===== config.mk =====
export PLATFORM = sky130hd
export DESIGN_NAME = svc_ctrl
export DESIGN_NICKNAME = d
export VERILOG_FILES = /design/src/rtl/svc_pkg.sv /design/src/rtl/svc_ctrl.sv
export SDC_FILE = /design/constraint.sdc
export NUM_CORES = 1
export LEC_CHECK = 0
export ABC_AREA = 1
export BUFFER_PORTS_ARGS = -buffer_cell sky130_fd_sc_hd__buf_2
export CORE_MARGIN = 2
export CORE_UTILIZATION = 25
export CTS_CLUSTER_DIAMETER = 50
export CTS_CLUSTER_SIZE = 14
export DETAILED_ROUTE_END_ITERATION = 12
export GPL_TIMING_DRIVEN = 0
export SKIP_CTS_REPAIR_TIMING = 1
export SLEW_MARGIN = 40
export SYNTH_ARGS = -nofsm -noshare
export SYNTH_HDL_FRONTEND = slang
export SYNTH_SLANG_ARGS = --single-unit

===== constraint.sdc =====
create_clock -name clk -period 3.7 [get_ports clk]
set_input_delay 0.555 -clock clk [delete_from_list [all_inputs] [get_ports clk]]
set_output_delay 0.555 -clock clk [all_outputs]
set_load 0.005 [all_outputs]

===== src/rtl/svc_pkg.sv =====
// Shared types and constants for the snapshot visibility checker.
package svc_pkg;

  // Default number of in-progress IDs that the table holds.
  localparam int TABLE_DEPTH_DEF = 64;

  // Widths of the word fields.
  localparam int ID_W      = 64;
  localparam int ACT_W     = 2;
  localparam int CNT_OUT_W = 7;
  localparam int CFG_IDX_W = 1;
  localparam int CFG_W     = 64;

  // Action codes carried by an input word.
  localparam logic [ACT_W-1:0] ACT_CLEAR = 2'd0;
  localparam logic [ACT_W-1:0] ACT_ADD   = 2'd1;
  localparam logic [ACT_W-1:0] ACT_QUERY = 2'd2;

  // Configuration register indexes.
  localparam logic [CFG_IDX_W-1:0] CFG_LOWER = 1'd0;
  localparam logic [CFG_IDX_W-1:0] CFG_UPPER = 1'd1;

  // Result status codes.
  typedef enum logic [1:0] {
    STAT_OK    = 2'd0,
    STAT_DUP   = 2'd1,
    STAT_RANGE = 2'd2,
    STAT_FULL  = 2'd3
  } status_t;

  // Controller states.
  typedef enum logic {
    S_IDLE = 1'b0,
    S_SCAN = 1'b1
  } state_t;

  // Input word.
  typedef struct packed {
    logic [ACT_W-1:0] action;
    logic [ID_W-1:0]  id_value;
  } in_word_t;

  // Result word.
  typedef struct packed {
    logic                 visible;
    status_t              status;
    logic [CNT_OUT_W-1:0] entry_count_out;
  } out_word_t;

endpackage


===== src/rtl/svc_ctrl.sv =====
// Controller: decodes input words, scans the ID table through the RAM and builds results.
module svc_ctrl #(
  parameter int TABLE_DEPTH = svc_pkg::TABLE_DEPTH_DEF,
  localparam int AW = (TABLE_DEPTH > 1) ? $clog2(TABLE_DEPTH) : 1
) (
  input  logic                      clk,
  input  logic                      rst_n,
  input  logic                      start,
  output logic                      busy,
  input  svc_pkg::in_word_t         in_word,
  input  logic [svc_pkg::ID_W-1:0]  lower_id,
  input  logic [svc_pkg::ID_W-1:0]  upper_id,
  output logic                      out_valid,
  output svc_pkg::out_word_t        out_word,
  output logic                      ram_we,
  output logic [AW-1:0]             ram_waddr,
  output logic [svc_pkg::ID_W-1:0]  ram_wdata,
  output logic                      ram_re,
  output logic [AW-1:0]             ram_raddr,
  input  logic [svc_pkg::ID_W-1:0]  ram_rdata
);

  import svc_pkg::*;

  localparam int CNT_W = $clog2(TABLE_DEPTH + 1);
  localparam logic [CNT_W-1:0] DEPTH_CNT = CNT_W'(TABLE_DEPTH);

  state_t            state_r, state_nxt;
  logic [ACT_W-1:0]  act_r, act_nxt;
  logic [ID_W-1:0]   id_r, id_nxt;
  logic [CNT_W-1:0]  idx_r, idx_nxt;
  logic              cmp_vld_r, cmp_vld_nxt;
  logic [CNT_W-1:0]  count_r, count_nxt;
  logic              out_vld_r, out_vld_nxt;
  out_word_t         out_r, out_nxt;

  logic              accept;
  logic              below_lower;
  logic              below_upper;
  logic              in_window;
  logic              hit;
  logic              scan_done;
  logic              go_scan;

  assign accept      = start && (state_r == S_IDLE);
  assign below_lower = in_word.id_value < lower_id;
  assign below_upper = in_word.id_value < upper_id;
  assign in_window   = !below_lower && below_upper;

  // A hit compares the entry read in the previous cycle; the scan ends on a hit
  // or once every valid entry has been read and compared.
  assign hit       = cmp_vld_r && (ram_rdata == id_r);
  assign scan_done = hit || (idx_r == count_r);

  // Adds and queries that land inside the window need the table.
  assign go_scan = accept && in_window &&
                   ((in_word.action == ACT_ADD) || (in_word.action == ACT_QUERY));

  // Next state.
  always_comb begin
    state_nxt = state_r;
    unique case (state_r)
      S_IDLE: begin
        if (go_scan) begin
          state_nxt = S_SCAN;
        end
      end
      S_SCAN: begin
        if (scan_done) begin
          state_nxt = S_IDLE;
        end
      end
      default: state_nxt = S_IDLE;
    endcase
  end

  // Datapath, RAM requests and result word.
  always_comb begin
    act_nxt     = act_r;
    id_nxt      = id_r;
    idx_nxt     = idx_r;
    cmp_vld_nxt = 1'b0;
    count_nxt   = count_r;
    out_vld_nxt = 1'b0;
    out_nxt     = out_r;
    ram_we      = 1'b0;
    ram_waddr   = count_r[AW-1:0];
    ram_wdata   = id_r;
    ram_re      = 1'b0;
    ram_raddr   = idx_r[AW-1:0];
    unique case (state_r)
      S_IDLE: begin
        if (accept) begin
          act_nxt = in_word.action;
          id_nxt  = in_word.id_value;
          idx_nxt = '0;
          out_nxt.visible = 1'b0;
          out_nxt.status  = STAT_OK;
          out_nxt.entry_count_out = CNT_OUT_W'(count_r);
          case (in_word.action)
            ACT_CLEAR: begin
              count_nxt   = '0;
              out_vld_nxt = 1'b1;
              out_nxt.entry_count_out = '0;
            end
            ACT_ADD: begin
              if (!in_window) begin
                out_vld_nxt    = 1'b1;
                out_nxt.status = STAT_RANGE;
              end
            end
            ACT_QUERY: begin
              if (!in_window) begin
                out_vld_nxt     = 1'b1;
                out_nxt.visible = below_lower;
              end
            end
            default: begin
              out_vld_nxt = 1'b1;
            end
          endcase
        end
      end
      S_SCAN: begin
        // Issue the next read while entries remain.
        if (!scan_done && (idx_r < count_r)) begin
          ram_re      = 1'b1;
          idx_nxt     = idx_r + CNT_W'(1);
          cmp_vld_nxt = 1'b1;
        end
        if (scan_done) begin
          out_vld_nxt     = 1'b1;
          out_nxt.visible = 1'b0;
          out_nxt.status  = STAT_OK;
          out_nxt.entry_count_out = CNT_OUT_W'(count_r);
          if (act_r == ACT_QUERY) begin
            out_nxt.visible = !hit;
          end else if (hit) begin
            out_nxt.status = STAT_DUP;
          end else if (count_r >= DEPTH_CNT) begin
            out_nxt.status = STAT_FULL;
          end else begin
            ram_we    = 1'b1;
            count_nxt = count_r + CNT_W'(1);
            out_nxt.entry_count_out = CNT_OUT_W'(count_nxt);
          end
        end
      end
      default: begin
      end
    endcase
  end

  // Control registers.
  always_ff @(posedge clk) begin
    if (!rst_n) begin
      state_r   <= S_IDLE;
      count_r   <= '0;
      cmp_vld_r <= 1'b0;
      out_vld_r <= 1'b0;
    end else begin
      state_r   <= state_nxt;
      count_r   <= count_nxt;
      cmp_vld_r <= cmp_vld_nxt;
      out_vld_r <= out_vld_nxt;
    end
  end

  // Payload registers.
  always_ff @(posedge clk) begin
    act_r <= act_nxt;
    id_r  <= id_nxt;
    idx_r <= idx_nxt;
    out_r <= out_nxt;
  end

  assign busy      = (state_r != S_IDLE);
  assign out_valid = out_vld_r;
  assign out_word  = out_r;

  // The count never passes the table depth.
  a_count_bound: assert property (@(posedge clk) disable iff (!rst_n)
    count_r <= DEPTH_CNT)
    else $error("entry count above table depth");

  // The scan index stays within the valid entries.
  a_idx_bound: assert property (@(posedge clk) disable iff (!rst_n)
    (state_r == S_SCAN) |-> (idx_r <= count_r))
    else $error("scan index beyond entry count");

  // A table write happens only at the end of a scan and bumps the count by one.
  a_write_count: assert property (@(posedge clk) disable iff (!rst_n)
    ram_we |=> (count_r == $past(count_r) + CNT_W'(1)))
    else $error("table write without count increment");

  // Every accepted word either answers in the next cycle or starts a scan.
  a_accept_answer: assert property (@(posedge clk) disable iff (!rst_n)
    accept |=> (out_vld_r || (state_r == S_SCAN)))
    else $error("accepted word neither answered nor scanning");

  // A scan always ends with exactly one result.
  a_scan_result: assert property (@(posedge clk) disable iff (!rst_n)
    ((state_r == S_SCAN) && scan_done) |=> (out_vld_r && (state_r == S_IDLE)))
    else $error("scan ended without a result");

endmodule


Yosys cells after proc, flatten, opt, wreduce, memory -nomap -nowiden

Cells that the tools add are included.

$add $sub $neg: 2
$mul: 0
Divide/modulo/power cells: 0
Magnitude comparators: 4
Equality and inequality tests: 9
Shift-type cells: 0
Mux-type cells: 36
Bitwise gates (word level): 1
Reduce and logical (&&, ||, !) cells: 17

Operators by type and width:

| kind                                                                  | number |
|---|---|
| 64-bit < comparator                                                   | 2 |
| 64-bit equality test                                                  | 1 |
| 7-bit 2-to-1 mux                                                      | 8 |
| 7-bit case mux with 2 select lines                                    | 2 |
| 10-bit 2-to-1 mux                                                     | 2 |
| 10-bit case mux with 2 select lines                                   | 1 |
| 1-bit 2-to-1 mux                                                      | 16 |
| 7-bit by 1-bit adder with 7-bit output, second input constant         | 2 |
| 9-bit 2-to-1 mux                                                      | 1 |
| 2-bit 2-to-1 mux                                                      | 4 |
| 7-bit equality test                                                   | 1 |
| 7-bit greater-or-equal comparator, second input constant              | 1 |
| 7-bit < comparator                                                    | 1 |
| 1-bit logical AND                                                     | 6 |
| 2-bit AND reduction                                                   | 3 |
| 2-bit equality test, second input constant                            | 2 |
| 2-bit by 1-bit != test with 1-bit output, second input constant       | 2 |
| 2-bit != test, second input constant                                  | 2 |
| 1-bit case mux with 2 select lines                                    | 2 |
| 1-bit zero test                                                       | 3 |
| 3-bit AND reduction                                                   | 1 |
| 2-bit by 1-bit equality test with 1-bit output, second input constant | 1 |
| 2-bit zero test                                                       | 1 |
| 1-bit logical OR                                                      | 2 |
| other kinds (2)                                                       | 2 |

Bits in registers: 93
Bits in latches: 0
Memory bits (writable): 0
ROM bits: 0
Bits of input ports: 261
Output and inout bits: 90
Logic and storage cells: 79
Memories: 0

Longest topological paths before layout

Depth in word-level cells: 7
Mapped depth: 17
Mapped depth without buffers: 17

Worst setup path before layout

OpenSTA, ideal clock, no wires.

Path kind: in2reg
Start: in start
End: reg act_r[0] (enable)
Setup time: 0.421 ns
Arrival: 1.966 ns
Data required time: 3.279 ns
Slack: 1.314 ns
Stages on the path: 2
Buffers on the path: 0
Cell sequence: nand2_1 -> inv_1

Cells in the longest elaborated chain, start to end: 2

RTL lines:

| element                              | RTL line        | text |
|---|---|---|
| from (decl)                          | svc_ctrl.sv:8   | `input logic start,` |
| 1-bit logical AND                    | svc_ctrl.sv:45  | `assign accept = start && (state_r == S_IDLE);` |
| 2-bit AND reduction (no source line) | --              |  |
| to (signal assigned)                 | svc_ctrl.sv:171 | `act_r <= act_nxt;` |
| to (decl)                            | svc_ctrl.sv:29  | `logic [ACT_W-1:0] act_r, act_nxt;` |

No other way between the ends.
A chain may end at the register's enable or synchronous reset.

Worst setup path in the final report

Start: reg count_r[6]
End: out ram_we

Cells in the longest elaborated chain, start to end: 6
Elaborated cells on any way between the ends: 8
Classes of those cells: 1 x order compare; 1 x eq/ne; 5 x mux; 1 x reduce/logical

RTL lines:

| element                           | RTL line        | text |
|---|---|---|
| from (decl)                       | svc_ctrl.sv:33  | `logic [CNT_W-1:0] count_r, count_nxt;` |
| from (signal assigned)            | svc_ctrl.sv:163 | `count_r <= count_nxt;` |
| 7-bit greater-or-equal comparator | svc_ctrl.sv:140 | `end else if (count_r >= DEPTH_CNT) begin` |
| 1-bit 2-to-1 mux                  | svc_ctrl.sv:140 |  |
| 1-bit 2-to-1 mux                  | svc_ctrl.sv:138 | `end else if (hit) begin` |
| 1-bit 2-to-1 mux                  | svc_ctrl.sv:136 | `if (act_r == ACT_QUERY) begin` |
| 1-bit 2-to-1 mux *                | svc_ctrl.sv:131 | `if (scan_done) begin` |
| 1-bit 2-to-1 mux *                | svc_ctrl.sv:91  | `unique case (state_r)` |
| to (decl)                         | svc_ctrl.sv:15  | `output logic ram_we,` |

Mark *: on every way between the ends. The rest lies on a longest branch, timed or not.

==> flow_summary.json <==
{
  "status": "completed",
  "arrival_ns": 2.69,
  "crit_top_cell": "nand2_1",
  "first_global_vias": 8968,
  "critPathRequiredTime_ns": 3.14,
  "dp_hpwl_um": 29300,
  "critPathTopFamily": "buffers and inverters",
  "slew_violations": 0,
  "grt_start_max_net_pins": 39,
  "post_dp_cell_area_um2": 11300,
  "cp-start-kind": "flop",
  "synthSimpleGateAreaFrac_pct": 27.9,
  "cts.path.max_buffers": 2,
  "cts_sinks": 93,
  "synthCells": 1243,
  "dr_total_vias": 9238,
  "synthTopCellsByArea": "edfxtp_1 28%, ha_1 19%, nand2_1 13%, inv_1 11%, nor2_1 4.7%",
  "synth-seq-cells": 93,
  "timing.rr.end": "out_word[6]",
  "skew_ns": 0.00791,
  "cts_tree": "built",
  "hold_ws_ns": 0.381,
  "endpoint_kind": "output pin",
  "grtUsageTotal_pct": 17.5,
  "min_period_ns": 3.25,
  "post-route-period-util_pct": 87.7,
  "synth_top_family_by_area": "simple AND/OR/NAND/NOR gates",
  "drtIter0Drc": 491,
  "clk_latency_ns": 0.38,
  "synthDistinctLibCells": 41,
  "dieHeight_um": 194,
  "tritoncts.num_buffers": 9,
  "r2r_start": "count_r[6]",
  "syn_to_final_growth_pct": 30.2,
  "drive_gt1_share_pct": 25.7,
  "max-vdd-ir-drop_mv": 0.234,
  "core.rowCount": 69,
  "synth_top_area_cell": "edfxtp_1",
  "cp_cell_sequence": "clkbuf_1 > clkinv_1 > ha_1 > nand2_1 > nor2_1 > nand4_1 > nand2_1 > nand2_1 > nor2_1 > buf_2",
  "fp.dieW_um": 194,
  "p_leak_nw": 6.51,
  "worst_slack_ns": 0.453,
  "clock-root-buffer": "clkbuf_16",
  "grt.overflow.total": 0,
  "io_pins": 351,
  "dp_slack_ns": 0.781,
  "first_pass_iters": 5,
  "power_density_nw_per_um2": 292,
  "slew_headroom_pct": 58.4,
  "synth_adder_area_share_pct": 19.3,
  "synth-xor-area-share_pct": 2.62,
  "antenna_found_initial": 18,
  "syn_area_um2": 8990,
  "syn-num-nets": 1643,
  "start_util_pct": 25.3,
  "port_buffers": 350,
  "seq_area_frac_synth_pct": 30.0,
  "routedWlPerCell_um": 16.0,
  "critical_path_class": "reg2out",
  "crit_path_max_fanout": 10,
  "power_mw": 3.42,
  "hold_viol": 0,
  "min_path_type": "in2reg",
  "r2r_slack_ns": 1.05,
  "place_congestion": 0.910,
  "max_stage_delay_ns": 0.41,
  "die_area_um2": 37500,
  "finalSetupViolations": 0,
  "syn_avg_cell_area_um2": 7.23,
  "viasPerCell": 4.43,
  "placed_cells": 2055,
  "stdcell_area_um2": 11700,
  "clkTransAtPathRegs_ns": 0.07,
  "core_um2": 35500,
  "synth_compound_area_share_pct": 7.81,
  "max-cap-violations": 0,
  "min_path_cells": 1,
  "final_antenna_net_count": 0,
  "grt_pass1_wl_um": 49800,
  "hold_end": "ram_wdata[0]",
  "tns_ns": 0,
  "htree_levels": 3,
  "worst_pin_slew_ns": 0.623,
  "slowest_stage": "ha_1",
  "crit_buf_inv": 3,
  "synthMuxAreaShare_pct": 0,
  "route.detailed.drc": 0,
  "rsz0062_at_grt": "no",
  "nets": 2005,
  "fin_cells": 2084,
  "min_from": "in_word[0]",
  "fin_util_pct": 33.0,
  "fmax_ghz": 0.308,
  "ys_warn_count": 0,
  "synth.top_cell.area_share_pct": 27.7,
  "r2r_cells": 9,
  "routed_wl_um": 33400
}
[routing by layer]
layer | global-route usage, % | vias up | routed length (um)
met5 | 0 | - | 84
met4 | 5.37 | 14 | 629
met3 | 4.84 | 48 | 2360
met2 | 30.5 | 313 | 16500
met1 | 20.8 | 4124 | 13800
li1 | - | 4739 | -
[worst max path at each step]
stage,endpoint,cells past startpoint,startpoint
6_report,ram_we,10,count_r[6]
5_1_grt,ram_re,11,count_r[6]
4_1_cts,ram_we,10,count_r[6]
3_5_place_dp,ram_we,11,ram_rdata[62]
3_3_place_gp,busy,5,start
2_1_floorplan,act_r[0],2,start
[cell type report]
class	instances	area, um2
clock inverters	6	93.8
multi-input cells	865	5180
repair buffers	351	1770
diodes	13	32.5
clock buffers	10	239
well taps	461	577
fillers	3808	23800
inverters	269	1020
plain buffers	16	105
flip-flops and latches	93	2690
[cell families (layout without fill, tap and decap cells)]
group	count (synthesis)	after routing
simple gates	568	568
other cells	0	13
fa+ha+maj	139	139
buf+inv	285	652
compound gates	132	132
xor+xnor	26	26
flops	93	93
[cell usage after synthesis, drive strengths merged]
cell type  instances
and3               1
nor2             119
edfxtp            83
o21bai             1
nor3              24
xnor2              8
or2                9
nand2            317
o21a               4
xor2              18
nand3             40
clkbuf             4
nand4             39
o211ai             2
dfxtp             10
ha               139
nor4               8
o31ai              4
and2               4
nor3b              5
a22oi              1
inv              266
clkinv             3
o21ai             41
buf               12
nand3b             2
a21oi             79
[state kept, by name, indices dropped and copies added (netlist names)]
register / cells
busy: 1
out_word: 10
count_r: 7
cmp_vld_r: 1
act_r: 2
idx_r: 7
out_valid: 1
ram_wdata: 64
[placed cells by master, fill, tap and decap left out, drive strengths merged]
master / Yosys / layout
nand3b: 2 / 2
nand3: 40 / 40
dfxtp: 10 / 10
o21a: 4 / 4
nor3b: 5 / 5
edfxtp: 83 / 83
clkinv: 3 / 4
clkbuf: 4 / 14
inv: 266 / 268
xor2: 18 / 18
o21bai: 1 / 1
a22oi: 1 / 1
nand2: 317 / 317
and2: 4 / 4
and3: 1 / 1
clkinvlp: 0 / 1
nor2: 119 / 119
a21oi: 79 / 79
diode: 0 / 13
xnor2: 8 / 8
nand4: 39 / 39
o31ai: 4 / 4
o211ai: 2 / 2
ha: 139 / 139
or2: 9 / 9
nor4: 8 / 8
nor3: 24 / 24
o21ai: 41 / 41
buf: 12 / 363
bufinv: 0 / 2
[where the power goes]
part / total [mW] / internal (mW) / switching, mW
Combinational: 1.02 / 0.423 / 0.599
Sequential: 1.31 / 1.24 / 0.0739
Clock: 1.08 / 0.617 / 0.466
Total: 3.42 / 2.28 / 1.14
(Power assumes the default switching activity.)
